$ cat config.mk
export PLATFORM = sky130hd
export DESIGN_NAME = register_free_list_allocator
export DESIGN_NICKNAME = d
export VERILOG_FILES = /design/src/design/rfla_pkg.sv /design/src/design/rfla_front.sv /design/src/design/rfla_back.sv /design/src/design/register_free_list_allocator.sv
export SDC_FILE = /design/constraint.sdc
export NUM_CORES = 1
export LEC_CHECK = 0
export BUFFER_PORTS_ARGS = -buffer_cell sky130_fd_sc_hd__buf_2
export CAP_MARGIN = 20
export CORE_MARGIN = 4
export CORE_UTILIZATION = 50
export DETAILED_ROUTE_END_ITERATION = 10
export PLACE_DENSITY = 0.69
export SLEW_MARGIN = 20
export SYNTH_ARGS = -nofsm -noshare
export SYNTH_HDL_FRONTEND = slang
export SYNTH_SLANG_ARGS = --single-unit
$ cat constraint.sdc
create_clock -name clock -period 5.59 [get_ports clock]
set_clock_uncertainty 0.2 [all_clocks]
set_input_delay 1.118 -clock clock [delete_from_list [all_inputs] [get_ports clock]]
set_output_delay 1.118 -clock clock [all_outputs]
set_load 0.02 [all_outputs]
$ cat src/design/rfla_pkg.sv
`timescale 1ns / 1ps
`default_nettype none

package rfla_pkg;

   localparam int STACK_DEPTH = 32;
   localparam int LIST_DEPTH  = 32;
   localparam int MAX_OUT     = 32;

   localparam int SIDX_W = $clog2(STACK_DEPTH);
   localparam int SCNT_W = $clog2(STACK_DEPTH + 1);
   localparam int LIDX_W = $clog2(LIST_DEPTH);
   localparam int LCNT_W = $clog2(LIST_DEPTH + 1);

   localparam int RESET_FREE = 18;
   localparam int RESET_USED = 2;

   localparam logic [4:0] REG_T0 = 5'd8;
   localparam logic [4:0] REG_S7 = 5'd23;
   localparam logic [4:0] REG_FP = 5'd30;
   localparam logic [4:0] REG_RA = 5'd31;

   localparam logic [15:0] SLOT_BYTES = 16'd4;

   localparam logic [1:0] ACT_ALLOC      = 2'd0;
   localparam logic [1:0] ACT_RELEASE    = 2'd1;
   localparam logic [1:0] ACT_LIST_STORE = 2'd2;
   localparam logic [1:0] ACT_LIST_LOAD  = 2'd3;

   localparam logic [1:0] OP_ALLOC   = 2'd0;
   localparam logic [1:0] OP_RELEASE = 2'd1;
   localparam logic [1:0] OP_LIST    = 2'd2;

   localparam logic [2:0] STAT_OK         = 3'd0;
   localparam logic [2:0] STAT_OUT_OF_REG = 3'd1;
   localparam logic [2:0] STAT_NOT_IN_USE = 3'd2;
   localparam logic [2:0] STAT_STACK_FULL = 3'd3;
   localparam logic [2:0] STAT_LIST_EMPTY = 3'd4;

   typedef struct packed {
      logic [1:0]  op;
      logic        is_load;
      logic [4:0]  reg_num;
      logic [15:0] base;
   } rfla_cmd_type;

   // free stack after reset, bottom to top: s7..s0, t9, t8, t7..t0
   function automatic logic [4:0] stack_reset_val(input logic [SIDX_W-1:0] idx);
      logic [4:0] val;
      val = 5'd0;
      if (int'(idx) < 8) begin
         val = 5'(int'(REG_S7) - int'(idx));
      end else if (int'(idx) < 10) begin
         val = 5'(33 - int'(idx));
      end else if (int'(idx) < RESET_FREE) begin
         val = 5'(int'(REG_T0) + RESET_FREE - 1 - int'(idx));
      end
      return val;
   endfunction

   function automatic logic [4:0] list_reset_val(input logic [LIDX_W-1:0] idx);
      logic [4:0] val;
      val = 5'd0;
      if (int'(idx) == 0) begin
         val = REG_FP;
      end else if (int'(idx) == 1) begin
         val = REG_RA;
      end
      return val;
   endfunction

endpackage

`default_nettype wire

$ cat src/design/rfla_front.sv
`timescale 1ns / 1ps
`default_nettype none

module rfla_front (
   input  wire logic                  clock,
   input  wire logic                  reset,
   input  wire logic                  req_valid,
   output logic                       req_ready,
   input  wire logic [1:0]            req_action,
   input  wire logic [4:0]            req_reg_number,
   input  wire logic signed [15:0]    req_base_offset,
   output logic                       cmd_valid,
   input  wire logic                  cmd_ready,
   output rfla_pkg::rfla_cmd_type     cmd
);
   import rfla_pkg::*;

   rfla_cmd_type q_ff [2];
   logic         wptr_ff, wptr_in;
   logic         rptr_ff, rptr_in;
   logic [1:0]   cnt_ff, cnt_in;
   rfla_cmd_type decoded;
   logic         push, pop;

   // classify the transaction
   always_comb begin
      decoded.reg_num = req_reg_number;
      decoded.base    = req_base_offset;
      decoded.is_load = 1'b0;
      unique case (req_action)
         ACT_ALLOC:   decoded.op = OP_ALLOC;
         ACT_RELEASE: decoded.op = OP_RELEASE;
         ACT_LIST_STORE: decoded.op = OP_LIST;
         ACT_LIST_LOAD: begin
            decoded.op      = OP_LIST;
            decoded.is_load = 1'b1;
         end
         default: decoded.op = OP_LIST;
      endcase
   end

   assign req_ready = (cnt_ff != 2'd2);
   assign cmd_valid = (cnt_ff != 2'd0);
   assign cmd       = q_ff[rptr_ff];
   assign push      = req_valid && req_ready;
   assign pop       = cmd_valid && cmd_ready;

   always_comb begin
      wptr_in = push ? ~wptr_ff : wptr_ff;
      rptr_in = pop ? ~rptr_ff : rptr_ff;
      cnt_in  = cnt_ff;
      if (push && !pop) begin
         cnt_in = cnt_ff + 2'd1;
      end else if (pop && !push) begin
         cnt_in = cnt_ff - 2'd1;
      end
   end

   always_ff @(posedge clock) begin
      if (push) begin
         q_ff[wptr_ff] <= decoded;
      end
   end

   always_ff @(posedge clock) begin
      if (reset) begin
         wptr_ff <= 1'b0;
         rptr_ff <= 1'b0;
         cnt_ff  <= 2'd0;
      end else begin
         wptr_ff <= wptr_in;
         rptr_ff <= rptr_in;
         cnt_ff  <= cnt_in;
      end
   end

endmodule

`default_nettype wire

$ cat src/design/rfla_back.sv
`timescale 1ns / 1ps
`default_nettype none

module rfla_back (
   input  wire logic                  clock,
   input  wire logic                  reset,
   input  wire logic                  cmd_valid,
   output logic                       cmd_ready,
   input  wire rfla_pkg::rfla_cmd_type cmd,
   output logic                       rsp_valid,
   input  wire logic                  rsp_ready,
   output logic [4:0]                 rsp_reg_out,
   output logic signed [15:0]         rsp_slot_offset,
   output logic                       rsp_is_load,
   output logic [7:0]                 rsp_used_bytes,
   output logic [2:0]                 rsp_status,
   output logic                       rsp_last
);
   import rfla_pkg::*;

   localparam logic [2:0] S_IDLE   = 3'd0;
   localparam logic [2:0] S_AREAD  = 3'd1;
   localparam logic [2:0] S_SCAN   = 3'd2;
   localparam logic [2:0] S_LIST   = 3'd3;
   localparam logic [2:0] S_RESULT = 3'd4;

   logic [2:0]        state_ff, state_in;
   logic [SCNT_W-1:0] fc_ff, fc_in;
   logic [LCNT_W-1:0] uc_ff, uc_in;
   logic [4:0]        cur_reg_ff, cur_reg_in;
   logic              cur_ld_ff, cur_ld_in;
   logic              full_ff, full_in;
   logic              found_ff, found_in;
   logic [LCNT_W-1:0] rd_idx_ff, rd_idx_in;
   logic [LIDX_W-1:0] data_idx_ff, data_idx_in;
   logic [LIDX_W-1:0] wr_idx_ff, wr_idx_in;
   logic [LCNT_W-1:0] li_ff, li_in;
   logic [LCNT_W-1:0] n_ff, n_in;
   logic [15:0]       off_ff, off_in;
   logic [4:0]        res_reg_ff, res_reg_in;
   logic [2:0]        res_stat_ff, res_stat_in;

   logic              out_vld_ff, out_vld_in;
   logic [4:0]        out_reg_ff, out_reg_in;
   logic [15:0]       out_off_ff, out_off_in;
   logic              out_ld_ff, out_ld_in;
   logic [7:0]        out_bytes_ff, out_bytes_in;
   logic [2:0]        out_stat_ff, out_stat_in;
   logic              out_last_ff, out_last_in;

   // free stack memory
   logic [4:0]        stk_mem [STACK_DEPTH];
   logic [STACK_DEPTH-1:0] stk_vld_ff;
   logic [4:0]        stk_rd_ff;
   logic              stk_we, stk_re;
   logic [SIDX_W-1:0] stk_wa, stk_ra;
   logic [4:0]        stk_wd;

   // in-use list memory
   logic [4:0]        lst_mem [LIST_DEPTH];
   logic [LIST_DEPTH-1:0] lst_vld_ff;
   logic [4:0]        lst_rd_ff;
   logic              lst_we, lst_re;
   logic [LIDX_W-1:0] lst_wa, lst_ra;
   logic [4:0]        lst_wd;

   logic              out_free, out_load;
   logic [SCNT_W-1:0] fc_m1;
   logic [LCNT_W-1:0] li_nx;
   logic              match, found_now;

   assign out_free  = !out_vld_ff || rsp_ready;
   assign cmd_ready = (state_ff == S_IDLE);
   assign fc_m1     = fc_ff - 1'b1;
   assign li_nx     = li_ff + 1'b1;
   assign match     = (lst_rd_ff == cur_reg_ff);
   assign found_now = found_ff || match;

   always_comb begin
      state_in    = state_ff;
      fc_in       = fc_ff;
      uc_in       = uc_ff;
      cur_reg_in  = cur_reg_ff;
      cur_ld_in   = cur_ld_ff;
      full_in     = full_ff;
      found_in    = found_ff;
      rd_idx_in   = rd_idx_ff;
      data_idx_in = data_idx_ff;
      wr_idx_in   = wr_idx_ff;
      li_in       = li_ff;
      n_in        = n_ff;
      off_in      = off_ff;
      res_reg_in  = res_reg_ff;
      res_stat_in = res_stat_ff;
      stk_we      = 1'b0;
      stk_wa      = fc_ff[SIDX_W-1:0];
      stk_wd      = cmd.reg_num;
      stk_re      = 1'b0;
      stk_ra      = fc_m1[SIDX_W-1:0];
      lst_we      = 1'b0;
      lst_wa      = wr_idx_ff;
      lst_wd      = lst_rd_ff;
      lst_re      = 1'b0;
      lst_ra      = '0;
      out_load    = 1'b0;
      out_reg_in  = res_reg_ff;
      out_off_in  = 16'd0;
      out_ld_in   = 1'b0;
      out_stat_in = res_stat_ff;
      out_last_in = 1'b1;

      unique case (state_ff)
         S_IDLE: begin
            if (cmd_valid) begin
               cur_reg_in = cmd.reg_num;
               cur_ld_in  = cmd.is_load;
               unique case (cmd.op)
                  OP_ALLOC: begin
                     if (fc_ff == '0 || uc_ff >= LCNT_W'(LIST_DEPTH)) begin
                        res_reg_in  = 5'd0;
                        res_stat_in = STAT_OUT_OF_REG;
                        state_in    = S_RESULT;
                     end else begin
                        stk_re   = 1'b1;
                        state_in = S_AREAD;
                     end
                  end
                  OP_RELEASE: begin
                     res_reg_in = cmd.reg_num;
                     found_in   = 1'b0;
                     if (fc_ff >= SCNT_W'(STACK_DEPTH)) begin
                        full_in = 1'b1;
                     end else begin
                        full_in = 1'b0;
                        stk_we  = 1'b1;
                        fc_in   = fc_ff + 1'b1;
                     end
                     if (uc_ff == '0) begin
                        res_stat_in = (fc_ff >= SCNT_W'(STACK_DEPTH)) ?
                                      STAT_STACK_FULL : STAT_NOT_IN_USE;
                        state_in    = S_RESULT;
                     end else begin
                        lst_re      = 1'b1;
                        lst_ra      = '0;
                        data_idx_in = '0;
                        rd_idx_in   = LCNT_W'(1);
                        state_in    = S_SCAN;
                     end
                  end
                  OP_LIST: begin
                     if (uc_ff == '0) begin
                        res_reg_in  = 5'd0;
                        res_stat_in = STAT_LIST_EMPTY;
                        cur_ld_in   = 1'b0;
                        state_in    = S_RESULT;
                     end else begin
                        if (int'(uc_ff) > MAX_OUT) begin
                           n_in = LCNT_W'(MAX_OUT);
                        end else begin
                           n_in = uc_ff;
                        end
                        lst_re   = 1'b1;
                        lst_ra   = '0;
                        li_in    = '0;
                        off_in   = cmd.base;
                        state_in = S_LIST;
                     end
                  end
                  default: state_in = S_IDLE;
               endcase
            end
         end
         S_AREAD: begin
            lst_we      = 1'b1;
            lst_wa      = uc_ff[LIDX_W-1:0];
            lst_wd      = stk_rd_ff;
            fc_in       = fc_m1;
            uc_in       = uc_ff + 1'b1;
            res_reg_in  = stk_rd_ff;
            res_stat_in = STAT_OK;
            state_in    = S_RESULT;
         end
         S_SCAN: begin
            if (!found_ff && match) begin
               found_in  = 1'b1;
               wr_idx_in = data_idx_ff;
            end else if (found_ff) begin
               lst_we    = 1'b1;
               wr_idx_in = wr_idx_ff + 1'b1;
            end
            if (rd_idx_ff < uc_ff) begin
               lst_re      = 1'b1;
               lst_ra      = rd_idx_ff[LIDX_W-1:0];
               data_idx_in = rd_idx_ff[LIDX_W-1:0];
               rd_idx_in   = rd_idx_ff + 1'b1;
            end else begin
               if (found_now) begin
                  uc_in = uc_ff - 1'b1;
               end
               if (full_ff) begin
                  res_stat_in = STAT_STACK_FULL;
               end else if (found_now) begin
                  res_stat_in = STAT_OK;
               end else begin
                  res_stat_in = STAT_NOT_IN_USE;
               end
               state_in = S_RESULT;
            end
         end
         S_LIST: begin
            if (out_free) begin
               out_load    = 1'b1;
               out_reg_in  = lst_rd_ff;
               out_off_in  = off_ff;
               out_ld_in   = cur_ld_ff;
               out_stat_in = STAT_OK;
               out_last_in = (li_nx == n_ff);
               off_in      = off_ff + SLOT_BYTES;
               li_in       = li_nx;
               if (li_nx == n_ff) begin
                  state_in = S_IDLE;
               end else begin
                  lst_re = 1'b1;
                  lst_ra = li_nx[LIDX_W-1:0];
               end
            end
         end
         S_RESULT: begin
            if (out_free) begin
               out_load = 1'b1;
               state_in = S_IDLE;
            end
         end
         default: state_in = S_IDLE;
      endcase
   end

   always_comb begin
      out_bytes_in = 8'({uc_ff, 2'b00});
      out_vld_in   = out_vld_ff;
      if (out_load) begin
         out_vld_in = 1'b1;
      end else if (rsp_ready) begin
         out_vld_in = 1'b0;
      end
   end

   always_ff @(posedge clock) begin
      if (stk_we) begin
         stk_mem[stk_wa] <= stk_wd;
      end
      if (stk_re) begin
         stk_rd_ff <= stk_vld_ff[stk_ra] ? stk_mem[stk_ra] : stack_reset_val(stk_ra);
      end
   end

   always_ff @(posedge clock) begin
      if (lst_we) begin
         lst_mem[lst_wa] <= lst_wd;
      end
      if (lst_re) begin
         lst_rd_ff <= lst_vld_ff[lst_ra] ? lst_mem[lst_ra] : list_reset_val(lst_ra);
      end
   end

   always_ff @(posedge clock) begin
      if (reset) begin
         stk_vld_ff <= '0;
         lst_vld_ff <= '0;
      end else begin
         if (stk_we) begin
            stk_vld_ff[stk_wa] <= 1'b1;
         end
         if (lst_we) begin
            lst_vld_ff[lst_wa] <= 1'b1;
         end
      end
   end

   always_ff @(posedge clock) begin
      if (reset) begin
         state_ff   <= S_IDLE;
         fc_ff      <= SCNT_W'(RESET_FREE);
         uc_ff      <= LCNT_W'(RESET_USED);
         out_vld_ff <= 1'b0;
      end else begin
         state_ff   <= state_in;
         fc_ff      <= fc_in;
         uc_ff      <= uc_in;
         out_vld_ff <= out_vld_in;
      end
   end

   always_ff @(posedge clock) begin
      cur_reg_ff  <= cur_reg_in;
      cur_ld_ff   <= cur_ld_in;
      full_ff     <= full_in;
      found_ff    <= found_in;
      rd_idx_ff   <= rd_idx_in;
      data_idx_ff <= data_idx_in;
      wr_idx_ff   <= wr_idx_in;
      li_ff       <= li_in;
      n_ff        <= n_in;
      off_ff      <= off_in;
      res_reg_ff  <= res_reg_in;
      res_stat_ff <= res_stat_in;
      if (out_load) begin
         out_reg_ff   <= out_reg_in;
         out_off_ff   <= out_off_in;
         out_ld_ff    <= out_ld_in;
         out_bytes_ff <= out_bytes_in;
         out_stat_ff  <= out_stat_in;
         out_last_ff  <= out_last_in;
      end
   end

   assign rsp_valid       = out_vld_ff;
   assign rsp_reg_out     = out_reg_ff;
   assign rsp_slot_offset = out_off_ff;
   assign rsp_is_load     = out_ld_ff;
   assign rsp_used_bytes  = out_bytes_ff;
   assign rsp_status      = out_stat_ff;
   assign rsp_last        = out_last_ff;

endmodule

`default_nettype wire

$ cat src/design/register_free_list_allocator.sv
`timescale 1ns / 1ps
`default_nettype none

// channel  handshake            payload
// req      req_valid/req_ready  req_action, req_reg_number, req_base_offset
// rsp      rsp_valid/rsp_ready  rsp_reg_out, rsp_slot_offset, rsp_is_load,
//                               rsp_used_bytes, rsp_status, rsp_last
//
// a two-entry command queue takes transactions while the sequencer works
// allocate: stack read, list append, result load; release: a scan of the list
// list: one slot per cycle while rsp is not stalled, set by the single read port
// of the in-use list; release compaction is paced by the same port
// reset restores the free stack and in-use list at once via per-entry valid bits
// a stalled rsp holds the sequencer; req stalls only when the queue is full

module register_free_list_allocator (
   input  wire logic               clock,
   input  wire logic               reset,
   input  wire logic               req_valid,
   output logic                    req_ready,
   input  wire logic [1:0]         req_action,
   input  wire logic [4:0]         req_reg_number,
   input  wire logic signed [15:0] req_base_offset,
   output logic                    rsp_valid,
   input  wire logic               rsp_ready,
   output logic [4:0]              rsp_reg_out,
   output logic signed [15:0]      rsp_slot_offset,
   output logic                    rsp_is_load,
   output logic [7:0]              rsp_used_bytes,
   output logic [2:0]              rsp_status,
   output logic                    rsp_last
);
   import rfla_pkg::*;

   rfla_cmd_type cmd;
   logic         cmd_valid;
   logic         cmd_ready;

   rfla_front u_front (
      .clock           (clock),
      .reset           (reset),
      .req_valid       (req_valid),
      .req_ready       (req_ready),
      .req_action      (req_action),
      .req_reg_number  (req_reg_number),
      .req_base_offset (req_base_offset),
      .cmd_valid       (cmd_valid),
      .cmd_ready       (cmd_ready),
      .cmd             (cmd)
   );

   rfla_back u_back (
      .clock           (clock),
      .reset           (reset),
      .cmd_valid       (cmd_valid),
      .cmd_ready       (cmd_ready),
      .cmd             (cmd),
      .rsp_valid       (rsp_valid),
      .rsp_ready       (rsp_ready),
      .rsp_reg_out     (rsp_reg_out),
      .rsp_slot_offset (rsp_slot_offset),
      .rsp_is_load     (rsp_is_load),
      .rsp_used_bytes  (rsp_used_bytes),
      .rsp_status      (rsp_status),
      .rsp_last        (rsp_last)
   );

endmodule

`default_nettype wire

Yosys cells after proc, flatten, opt, wreduce, memory -nomap -nowiden
Memories as Yosys holds them, arrays and structs flattened. A register that Yosys moved wholly into a read port is not among the register bits.
Index checks and enable logic that the tools add are counted.
Widths: inputs -> output; s select.
- flip-flop bits (word level): 186
- bits in writable memories: 368
- word-level logic and storage cells: 257
- output and inout port bits: 36
- memories: 3
- memory list (memory ; words ; bits a word ; read ports ; clocked after Yosys merged registers in ; wr ports ; line ; RTL):
    u_back.lst_mem ; 32 ; 5 ; 1 ; 0 ; 1 ; rfla_back.sv:60 ; logic [4:0] lst_mem [LIST_DEPTH];
    u_back.stk_mem ; 32 ; 5 ; 1 ; 0 ; 1 ; rfla_back.sv:52 ; logic [4:0] stk_mem [STACK_DEPTH];
    u_front.q_ff ; 2 ; 24 ; 1 ; 1 ; 1 ; rfla_front.sv:18 ; rfla_cmd_type q_ff [2];
- reductions and logical operators: 45
- magnitude comparators: 13
- add/sub/neg operators: 13
- bitwise operators: 5
- equal/unequal tests: 29
- muxes and demuxes: 120
- operators by type and width (operator ; number):
    $mux 5 ; 23
    $mux 6 ; 13
    $mux 16 ; 4
    $or 32x32->32 ; 2
    $mux 3 ; 16
    $pmux 6 s2 ; 4
    $mux 1 ; 40
    $pmux 16 s2 ; 1
    $pmux 5 s2 ; 3
    $pmux 3 s3 ; 3
    $add 6x1->6 const B ; 4
    $lt 5x6->1 const B ; 4
    $reduce_and 5->1 ; 4
    $ne 2x1->1 const B ; 9
    $add 16x3->16 const B ; 1
    $reduce_bool 2->1 ; 8
    $pmux 3 s5 ; 1
    $pmux 5 s3 ; 1
    $ge 6x6->1 const B ; 2
    $logic_not 6->1 ; 2
    $reduce_and 4->1 ; 3
    $sub 6x1->6 const B ; 2
    $bmux 1 s5 ; 2
    $demux 1 s5 ; 2
    other kinds (37) ; 71

Logic depth before layout (Yosys ltp)
Gate-level depths: netlist (run 1).
- depth after elaboration: 9
- mapped depth: 16
- gate-level depth less buffers: 12

Modules after synthesis
From an unflattened synthesis (run 1), not the netlist that was laid out.
- cells, all modules: 1753
- area total of the unflattened synthesis: 23696.5 um^2
- by module, submodules not included (module ; cells an instance ; sequential area each (um^2) ; area each (um^2) ; times used):
    rfla_back ; 1651 ; 14273.7 ; 21725.8 ; 1
    rfla_front ; 102 ; 1541.5 ; 1970.6 ; 1

Worst setup path after synthesis (run 1)
Ideal clock, no wire load.
- kind: reg2reg
- start: register u_back.fc_ff[0]
- end: register u_back.stk_rd_ff[0], data pin
- buffers on the path: 6
- required time: 5.108 ns
- data arrival time: 3.932 ns
- stages on the path, launching flop included: 14
- setup slack: 1.176 ns
- path through: dfxtp_1 > buf_2 > buf_2 > buf_1 > inv_1 > ha_1 > clkbuf_1 > clkbuf_1 > clkbuf_1 > mux4_2 > mux4_2 > nor2b_1 > a211oi_1 > a21oi_1
- longest elaborated chain between the ends: 6
- ends and longest elaborated chain (item ; line ; RTL):
    start: declaration ; rfla_back.sv:28 ; logic [SCNT_W-1:0] fc_ff, fc_in;
    start signal: assignment ; rfla_back.sv:283 ; fc_ff <= SCNT_W'(RESET_FREE);
    start signal: assignment ; rfla_back.sv:288 ; fc_ff <= fc_in;
    $sub 6x1->6 (*) ; rfla_back.sv:74 ; assign fc_m1 = fc_ff - 1'b1;
    $sub 5x5->5 / $lt 5x5->1 (equally long branches) ; rfla_pkg.sv:56, rfla_pkg.sv:55 ;
    $mux 5 ; rfla_pkg.sv:55 ; end else if (int'(idx) < RESET_FREE) begin
    $mux 5 ; rfla_pkg.sv:53 ; end else if (int'(idx) < 10) begin
    $mux 5 ; rfla_pkg.sv:51 ; if (int'(idx) < 8) begin
    $mux 5 (*) ; rfla_back.sv:253 ; stk_rd_ff <= stk_vld_ff[stk_ra] ? stk_mem[stk_ra] : stack_reset_val(stk_ra);
    end signal: assignment ; rfla_back.sv:253 ;
    end: declaration ; rfla_back.sv:54 ; logic [4:0] stk_rd_ff;
Every way passes the cells marked *; elsewhere a longest branch is shown, timed or not. The select of a mux whose other input is x is not followed.
A chain may end at the register's enable or synchronous reset.

Worst setup path after layout (run 1)
- start: register u_back.state_ff[1]
- end: register u_back.lst_rd_ff[3], data pin
- longest elaborated chain between the ends: 6
- ends and longest elaborated chain (item ; line ; RTL):
    start: declaration ; rfla_back.sv:27 ; logic [2:0] state_ff, state_in;
    start signal: assignment ; rfla_back.sv:287 ; state_ff <= state_in;
    $eq 3x2->1 ; rfla_back.sv:112 ; unique case (state_ff)
    $pmux 5 s2 (*) ; rfla_back.sv:112 ;
    parallel branches: the longest is 3 deep, another holds $bmux 1 s5 ; - ;
    $mux 5 (*) ; rfla_back.sv:262 ; lst_rd_ff <= lst_vld_ff[lst_ra] ? lst_mem[lst_ra] : list_reset_val(lst_ra);
    end signal: assignment ; rfla_back.sv:262 ;
    end: declaration ; rfla_back.sv:62 ; logic [4:0] lst_rd_ff;
Every way passes the cells marked *. The select of a mux whose other input is x is not followed.

==> results_dict.tcl, run 1 <==
set metrics [dict create \
    clock_path_buffers 3 \
    post_cts_resized 0 \
    placed_area_um2 24390 \
    period_share 0.7547 \
    nNetsFinal 1818 \
    maxUsedRoutingLayer "met4" \
    final_util 0.5615 \
    min_period_ns 4.219 \
    routed-via-count 14031 \
    r2r_start "u_back.state_ff[1]$_SDFFE_PP0P_" \
    finalHoldViolations 0 \
    routedWlPerCell_um 21.78 \
    drt_iter0_drc 1428 \
    cap_violations 0 \
    rsz0062_at_grt "no" \
    antenna_found_initial 0 \
    dp_hpwl_mm 34.78 \
    start_util 0.5061 \
    synthDistinctLibCells 93 \
    cp_max_fo 28 \
    stdcell_count 2416 \
    ys_seq_elements 555 \
    async_flop_share 0 \
    worst_slack_ns 1.371 \
    wl_met2_mm 25.56 \
    synth_warnings 0 \
    cp.required_ns 5.76 \
    core_um2 46560 \
    ir_drop_mv 0.2988 \
    synth_area_um2 23560 \
    gp_congestion 0.9156 \
    clock_sinks 555 \
    wl_met1_mm 22.46 \
    synth_edf_count 470 \
    setup_viol 0 \
    synth_flop_cell "edfxtp_1" \
    io_pins 63 \
    p_leak_nw 9.011 \
    path_clk_slew_ns 0.06 \
    grt-ovfl-total 0 \
    cp.arrival_ns 4.39 \
    clock_latency_ns 0.62 \
    h-tree-depth 2 \
    whs_ns 0.2683 \
    synthToLayoutAreaGrowth_pct 10.94 \
    rows 79 \
    r2r-end "u_back.lst_rd_ff[3]$_DFFE_PP_" \
    worstHoldStart "u_back.stk_vld_ff[10]$_SDFFE_PP0P_" \
    startpoint_type "flip-flop" \
    fin_area_um2 26140 \
    hold_end "u_back.stk_vld_ff[10]$_SDFFE_PP0P_" \
    drive_above_1_share 0.1648 \
    ant_nets 0 \
    die_area_um2 50660 \
    post_cts.repair.setup_buffers 0 \
    drc 0 \
    route.met3.wl_mm 3.089 \
    max_clock_freq_mhz 237.0 \
    end_kind "flip-flop" \
    cts-buffers-inserted 54 \
    pre_cts_ws_ns 0.8468 \
    grt_pass1_wl_mm 81.58 \
    portBuffers 60 \
    drtPass1Iterations 5 \
    cts_hold_buf 0 \
    critPathKind "flip-flop to flip-flop" \
    routed_via_density 5.808 \
    p_total_mw 12.50 \
    ys_seq_area_frac 0.6712 \
    fin_setup_tns_ns 0 \
    grt_pass1_vias 13779 \
    avgSynthCellArea_um2 13.84 \
    cts_tree "built" \
    worst_pin_slew_ns 1.103 \
    reg2regPathDepth 12 \
    root_buffer "clkbuf_16" \
    dpl.cell_count 2313 \
    routed_wl_mm 52.61 \
    status "complete, no violations" \
    r2r_slack_ns 1.37 \
    power.density_nw_per_um2 478.3 \
    synthCells 1703 \
    slew_headroom 0.2645 \
    grt_start_max_net_pins 86 \
    track_usage 0.2076 \
    drv_slew 0 \
    min_delay_path_depth 2 \
    dieHeight_um 225.1 \
    worstHoldPathType "flip-flop to flip-flop" \
    dieWidth_um 225.1 \
]
## sequential cells by signal, indices dropped and copies added, names as in the netlist, 5 cells and up, named ones only
register	cells
u_back.uc_ff	6
u_back.stk_vld_ff	32
u_back.data_idx_ff	5
u_front.q_ff	48
u_back.stk_mem	160
u_back.n_ff	6
u_back.rsp_used_bytes	6
u_back.li_ff	6
u_back.fc_ff	6
u_back.lst_mem	160
u_back.rsp_reg_out	5
u_back.rsp_slot_offset	16
u_back.off_ff	16
u_back.lst_rd_ff	5
u_back.rd_idx_ff	6
u_back.res_reg_ff	5
u_back.cur_reg_ff	5
u_back.stk_rd_ff	5
u_back.lst_vld_ff	32
u_back.wr_idx_ff	5
## layer usage
| layer | vias up | GRT usage |
|---|---|---|
| met5 | - | 0 |
| met4 | 0 | 0.06700 |
| met3 | 99 | 0.02696 |
| met2 | 466 | 0.3371 |
| met1 | 7040 | 0.2954 |
| li1 | 6426 | - |
## cells by family (layout without fill, tap and decap cells)
kind of cell | Yosys count | count (layout) | share of synthesized area
buffers and inverters | 113 | 217 | 0.02506
adder cells (fa/ha/maj) | 28 | 28 | 0.01519
other | 1 | 3 | 0.0001592
AND/OR/NAND/NOR | 633 | 633 | 0.1182
AO/OA/AOI/OAI | 185 | 185 | 0.05830
XOR/XNOR | 50 | 50 | 0.02018
flip-flops | 555 | 555 | 0.6712
multiplexers | 138 | 138 | 0.09171
## worst max-delay path by stage
stage                                    start                            end  slack [ns]  depth (start not counted)
6_report       u_back.state_ff[1]$_SDFFE_PP0P_  u_back.lst_rd_ff[3]$_DFFE_PP_        1.37                         12
2_1_floorplan     u_back.fc_ff[0]$_SDFFE_PP0P_  u_back.stk_rd_ff[0]$_DFFE_PP_        1.18                         13
3_3_place_gp                         rsp_ready  u_back.lst_rd_ff[3]$_DFFE_PP_        0.92                         12
4_1_cts        u_back.state_ff[1]$_SDFFE_PP0P_  u_back.lst_rd_ff[3]$_DFFE_PP_        1.41                         12
3_5_place_dp                         rsp_ready  u_back.lst_rd_ff[1]$_DFFE_PP_        0.85                         12
5_1_grt          u_back.li_ff[0]$_SDFFCE_PN0P_  u_back.lst_rd_ff[1]$_DFFE_PP_        1.13                         12
## cell type report
cell class | instances | area [um^2]
Inverter | 26 | 97.59
Tap cell | 607 | 759.5
Multi-Input combinational cell | 1036 | 7196
Sequential cell | 555 | 15820
Clock buffer | 75 | 1471
Fill cell | 3660 | 20410
Timing Repair Buffer | 90 | 540.5
Antenna cell | 1 | 2.502
Clock inverter | 26 | 255.2
## synthesized netlist by cell type (24+ instances only)
cell      count  area share
a21oi_1      38      0.0081
and3_1       25      0.0066
clkbuf_1     49      0.0078
dfxtp_1      85       0.072
edfxtp_1    470        0.60
ha_1         27       0.014
inv_1        24      0.0038
mux2i_1      64       0.027
mux4_2       60       0.057
nand2_1     202       0.032
nand3_1      51       0.011
nor2_1      261       0.042
o21ai_0      32      0.0068
xnor2_1      29       0.011
## worst max-delay path, cell delays in order (launching register included)
cell      delay (ns)
dfxtp_1         0.71
nand2_2         0.25
inv_2           0.35
and2_1          0.27
o211ai_2        0.21
and3_2          0.48
buf_4           0.33
nor2_4          0.21
a21boi_1        0.09
o211a_1         0.27
a22oi_4         0.25
mux2i_4         0.13
a21bo_2         0.22
## where the power goes
part           total (mW)  switching [mW]  internal (mW)
Combinational        3.31            2.11           1.20
Clock                3.56            1.53           2.03
Sequential           5.64           0.296           5.34
Total                12.5            3.94           8.57
## cells in the final DEF (no fill, tap or decap), types with 5 or more instances in the layout
cell type / n
and2_1: 10
xnor2_1: 29
a211oi_1: 6
o21ba_2: 6
nor2_1: 259
inv_1: 24
nor3_1: 13
o211ai_1: 9
dfxtp_1: 84
a21o_1: 6
clkbuf_1: 18
nand3b_1: 5
ha_1: 26
clkinv_2: 11
nand4_1: 11
nor2b_1: 7
nand3_1: 51
nand2_1: 199
mux2_2: 13
buf_2: 59
clkinv_1: 6
a31oi_1: 7
nor4_1: 6
edfxtp_1: 470
o21ai_0: 32
mux2i_1: 64
a21oi_1: 38
buf_4: 29
xor2_1: 17
a32oi_1: 22
and3_1: 23
o31ai_1: 6
clkbuf_16: 55
nand2b_1: 10
mux4_2: 60
(Power assumes the default switching activity.)
==> inputs of run 2 (changes only) <==
--- a/config.mk
+++ b/config.mk
@@ -10,7 +10,7 @@
 export CORE_MARGIN = 4
 export CORE_UTILIZATION = 50
 export DETAILED_ROUTE_END_ITERATION = 10
-export PLACE_DENSITY = 0.69
+export PLACE_DENSITY = 0.72
 export SLEW_MARGIN = 20
 export SYNTH_ARGS = -nofsm -noshare
 export SYNTH_HDL_FRONTEND = slang
==> constraint.sdc (replaced) <==
create_clock -name clock -period 3.8 [get_ports clock]
set_clock_uncertainty 0.2 [all_clocks]
set_input_delay 0.76 -clock clock [delete_from_list [all_inputs] [get_ports clock]]
set_output_delay 0.76 -clock clock [all_outputs]
set_load 0.02 [all_outputs]
==> run 2 against run 1 <==
Maximum frequency up 17%. Flip-flop and latch count did not move. Via count increased by 2.8%. First-iteration DRC count is 1.5% higher. Register-to-register slack worse by 1.2 ns. Design area up 2.4%. Worst setup slack worse by 1.2 ns. Critical endpoint is now u_back.lst_rd_ff[2]$_DFFE_PP_. Highest routed layer unchanged.
==> results_dict.tcl, run 2 (synthesis results as in run 1) <==
set metrics [dict create \
    track_usage 0.2126 \
    crit_cells 12 \
    cp_max_fo 7 \
    grt-ovfl-total 0 \
    routed_wl_mm 54.08 \
    cp.required_ns 3.94 \
    drc 0 \
    finalHoldViolations 0 \
    max_clock_freq_mhz 278.2 \
    crit_path_frequent_cell "nand3_1" \
    drt_iter0_drc 1449 \
    dieWidth_um 225.1 \
    status "complete, no violations" \
    h-tree-depth 2 \
    dpl.cell_count 2367 \
    dp_hpwl_mm 36.03 \
    slew_headroom 0.3031 \
    cts-buffers-inserted 54 \
    grt_start_max_net_pins 56 \
    end_kind "flip-flop" \
    power.density_nw_per_um2 711.5 \
    root_buffer "clkbuf_16" \
    routedWlPerCell_um 21.90 \
    cap_violations 0 \
    cp.arrival_ns 3.74 \
    clock_sinks 555 \
    cts_tree "built" \
    whs_ns 0.1434 \
    io_pins 63 \
    nNetsFinal 1871 \
    multi_input_area_um2 7186 \
    final_util 0.5748 \
    crit_path_max_incr_delay_ns 0.45 \
    setup_viol 0 \
    die_area_um2 50660 \
    rows 79 \
    routed-via-count 14429 \
    slowest_stage "and3_1" \
    drtPass1Iterations 5 \
    path_cells "ha_1, xnor3_1, nand3_2, o31ai_1, and3_1, nor2_1, buf_4, nand3_1, nand3_1, a22o_2, mux2i_4, mux2i_1" \
    post_cts.repair.setup_buffers 0 \
    path_clk_slew_ns 0.07 \
    cp_num_buf_inv 1 \
    period_share 0.9459 \
    antenna_found_initial 0 \
    min_delay_path_depth 1 \
    drive_above_1_share 0.1950 \
    diodes 0 \
    layout_common_cells "edfxtp_1 (470), nor2_1 (259), nand2_1 (202)" \
    ant_nets 0 \
    fill_cells 3580 \
    min_period_ns 3.595 \
    layout_commonest_cell "edfxtp_1" \
    critPathKind "flip-flop to flip-flop" \
    p_total_mw 19.04 \
    dieHeight_um 225.1 \
    largestRegisters "u_back.lst_mem (160), u_back.stk_mem (160), u_front.q_ff (48)" \
    p_leak_nw 9.379 \
    drv_slew 0 \
    startpoint_type "flip-flop" \
    gp_congestion 0.9051 \
    fin_setup_tns_ns 0 \
    worst_pin_slew_ns 1.043 \
    synthToLayoutAreaGrowth_pct 13.57 \
    portBuffers 60 \
    stdcell_count 2469 \
    worstHoldPathType "input port to flip-flop" \
    cp_top_family "simple AND/OR/NAND/NOR gates" \
    clock_latency_ns 0.60 \
    reg2regPathDepth 12 \
    routed_via_density 5.844 \
    core_um2 46560 \
    cts_hold_buf 0 \
    register_area_um2 15820 \
    clock_path_buffers 3 \
    rsz0062_at_grt "no" \
    grt_pass1_vias 14279 \
    start_util 0.5061 \
    grt_pass1_wl_mm 83.42 \
    post_cts_resized 0 \
    ir_drop_mv 0.4700 \
]
[run 2: path summary, 6_finish.rpt]
check,slack (ns),startpoint,endpoint
worst min-delay path,0.14,req_base_offset[13],u_front.q_ff[1][13]$_DFFE_PP_
worst max register to register,0.21,u_back.li_ff[1]$_SDFFCE_PN0P_,u_back.lst_rd_ff[2]$_DFFE_PP_
worst min register to register,0.27,u_back.stk_vld_ff[9]$_SDFFE_PP0P_,u_back.stk_vld_ff[9]$_SDFFE_PP0P_
worst max-delay path,0.21,u_back.li_ff[1]$_SDFFCE_PN0P_,u_back.lst_rd_ff[2]$_DFFE_PP_
[run 2: worst register-to-register path: cells and delay by family (launching register included)]
kind	cells	cell delay [ns]
DFF	1	0.41
and+or+nand+nor	5	0.93
AOI/OAI and AO/OA	2	0.63
muxes	2	0.34
adders and majority gates	1	0.24
xor gates and xnor gates	1	0.39
buffers and inverters	1	0.20
[run 2: per-layer routing]
metal	up-vias	GRT usage	part of all wire	wire length, um
li1	6533	-	-	-
met1	7211	0.2968	0.42	22890
met2	570	0.3447	0.48	26060
met3	115	0.03309	0.063	3411
met4	0	0.07391	0.032	1728
met5	-	0	0	0
[run 2: area by class of cell]
class	instances	share of cell area
Multi-Input combinational cell	1036	0.2685
Clock buffer	72	0.05793
Tap cell	607	0.02838
Sequential cell	555	0.5912
Clock inverter	30	0.01305
Inverter	26	0.003647
Timing Repair Buffer	143	0.03731
[run 2: stage by stage]
stage | worst slack, ns | instance area (um^2)
2_1_floorplan | -0.03256 | 23580
3_3_place_gp | 0.1818 | 24860
3_5_place_dp | 0.07376 | 24860
4_1_cts | 0.08146 | 26760
5_1_grt | 0.01663 | 26760
6_report | 0.2054 | 26760
[run 2: report_power, final]
group	leakage (nW)	internal, mW	switching [mW]	total [mW]
Clock	0.928	3.30	2.32	5.61
Sequential	4.94	7.84	0.313	8.15
Combinational	3.51	1.94	3.33	5.27
==> inputs of run 3 (changes only) <==
--- a/config.mk
+++ b/config.mk
@@ -8,9 +8,9 @@
 export BUFFER_PORTS_ARGS = -buffer_cell sky130_fd_sc_hd__buf_2
 export CAP_MARGIN = 20
 export CORE_MARGIN = 4
-export CORE_UTILIZATION = 50
+export CORE_UTILIZATION = 35
 export DETAILED_ROUTE_END_ITERATION = 10
-export PLACE_DENSITY = 0.72
+export PLACE_DENSITY = 0.55
 export SLEW_MARGIN = 20
 export SYNTH_ARGS = -nofsm -noshare
 export SYNTH_HDL_FRONTEND = slang
==> run 3 against run 2 <==
Clock power shrank 2%. Design area grew 1.9%. Routed wire length grew 7.4%. Register-to-register slack lost 0.04 ns. Via count shrank 1.5%. Worst setup slack lost 0.040 ns. Largest power group unchanged. First-iteration DRC count shrank 13%.
==> results_dict.tcl, run 3 (synthesis results as in run 1) <==
set metrics [dict create \
    clkPwrFrac 0.287 \
    clock_sinks 555 \
    whs_ns 0.1299 \
    fill_cells 6156 \
    worst_slack_ns 0.1655 \
    rsz0062_at_grt "no" \
    worstHoldPathType "input port to flip-flop" \
    start_util 0.3558 \
    p_int_mw 13.01 \
    drtPass1Iterations 5 \
    ant_nets 0 \
    power.density_nw_per_um2 702.0 \
    final_util 0.4118 \
    status "complete, no violations" \
    path_cells "ha_1, xnor3_1, nand3_2, nor3_2, and3_1, nand2b_1, o21ai_1, and3_1, a311oi_1, a31o_2, mux2i_1" \
    cp_top_family "simple AND/OR/NAND/NOR gates" \
    clock_path_buffers 3 \
    cts_tree "built" \
    nNetsFinal 1904 \
    placed_area_um2 25420 \
    routedWlPerCell_um 21.05 \
    dp_hpwl_mm 38.92 \
    grt_pass1_vias 14402 \
    min_period_ns 3.634 \
    period_share 0.9564 \
    cts-buffers-inserted 56 \
    cp_max_fo 9 \
    slew_headroom 0.3407 \
    grt_start_max_net_pins 78 \
    dieWidth_um 267.5 \
    core_um2 66220 \
    synthToLayoutAreaGrowth_pct 15.71 \
    path_clk_slew_ns 0.06 \
    antenna_found_initial 1 \
    crit_path_max_incr_delay_ns 0.40 \
    rows 94 \
    clock_latency_ns 0.63 \
    cp_num_buf_inv 0 \
    stdcell_count 2760 \
    cp.arrival_ns 3.79 \
    die_area_um2 71540 \
    dpl.cell_count 2655 \
    cts_hold_buf 0 \
    track_usage 0.1624 \
    end_kind "flip-flop" \
    drt_iter0_drc 1263 \
    max_clock_freq_mhz 275.1 \
    fin_area_um2 27260 \
    fin_setup_tns_ns 0 \
    dieHeight_um 267.5 \
    drive_above_1_share 0.2083 \
    drc 0 \
    layout_commonest_cell "edfxtp_1" \
    grt_pass1_wl_mm 88.97 \
    layout_common_cells "edfxtp_1 (470), nor2_1 (259), nand2_1 (202)" \
    worst_pin_slew_ns 0.9889 \
    io_pins 63 \
    critPathKind "flip-flop to flip-flop" \
    comb_power_share 0.286 \
    cp.required_ns 3.95 \
    setup_viol 0 \
    diodes 0 \
    root_buffer "clkbuf_16" \
    cap_violations 0 \
    grt-ovfl-total 0 \
    p_sw_frac 0.3203 \
    routed_via_density 5.147 \
    p_total_mw 19.14 \
    finalHoldViolations 0 \
    power_switching_mw 6.129 \
    drv_slew 0 \
    largestRegisters "u_back.lst_mem (160), u_back.stk_mem (160), u_front.q_ff (48)" \
    routed-via-count 14206 \
    routed_wl_mm 58.10 \
    crit_path_frequent_cell "and3_1" \
    pre_cts_ws_ns 0.04481 \
    ir_drop_mv 0.4018 \
    gp_congestion 0.8497 \
    h-tree-depth 2 \
    p_leak_nw 9.531 \
    portBuffers 60 \
    startpoint_type "flip-flop" \
    slowest_stage "edfxtp_1" \
    power_frac_seq 0.427 \
]
[run 3: cell types whose count changed in the layout (fill, tap and decap cells not counted), moves of 2 or more]
cell       change
bufinv_16      -2
clkinv_1       +2
clkbuf_16      +2
clkinv_8       -2
clkbuf_8       -5
buf_4         +32
clkinv_4       +2
and3_2         +2
clkinv_2       +4
clkbuf_1       +4
[run 3: final timing paths]
check | cells after the start | to | startpoint | slack, ns
max | 11 | u_back.lst_rd_ff[1]$_DFFE_PP_ | u_back.li_ff[0]$_SDFFCE_PN0P_ | 0.17
min | 1 | u_front.q_ff[1][9]$_DFFE_PP_ | req_base_offset[9] | 0.13
min reg2reg | 2 | u_back.stk_vld_ff[4]$_SDFFE_PP0P_ | u_back.stk_vld_ff[4]$_SDFFE_PP0P_ | 0.26
max reg2reg | 11 | u_back.lst_rd_ff[1]$_DFFE_PP_ | u_back.li_ff[0]$_SDFFCE_PN0P_ | 0.17
[run 3: routing by layer]
metal  GRT usage  share of wire  vias to the layer above  wire length, um
met3     0.02673          0.058                       93             3345
li1            -              -                     6604                -
met4     0.04673          0.025                        0             1467
met2      0.2631           0.47                      390            27230
met1      0.2275           0.45                     7119            26070
met5           0              0                        -                0
[run 3: cell type report]
cell class | instances | area [um^2] | area share
repair buffers | 174 | 1234 | 0.04525
clock inverters | 32 | 287.8 | 0.01055
flip-flops and latches | 555 | 15820 | 0.5802
inverters | 26 | 97.59 | 0.003579
well taps | 864 | 1081 | 0.03965
multi-input cells | 1036 | 7199 | 0.2641
clock buffers | 73 | 1546 | 0.05672
[run 3: power groups by stage]
stage                     registers, mW  logic (mW)  clock network (mW)
after global routing               8.21        5.96                5.91
after floorplan                    8.28        3.48                   0
final                              8.16        5.48                5.49
after CTS                          8.16        5.52                5.63
after detailed placement           8.29        5.50                   0
after global placement             8.27        5.41                   0
[run 3: worst reg2reg max path, stage by stage, from the launching register on]
cell and delay [ns]:
edfxtp_1 0.40, ha_1 0.25, xnor3_1 0.39, nand3_2 0.13, nor3_2 0.24, and3_1 0.23, nand2b_1 0.32, o21ai_1 0.34
and3_1 0.28, a311oi_1 0.35, a31o_2 0.17, mux2i_1 0.06
[run 3: repair_timing]
item / 4_1_cts / 5_1_grt
endpoints found under the setup margin: 0 / 4
buffers inserted: 0 / 0
resized for setup: 0 / 2
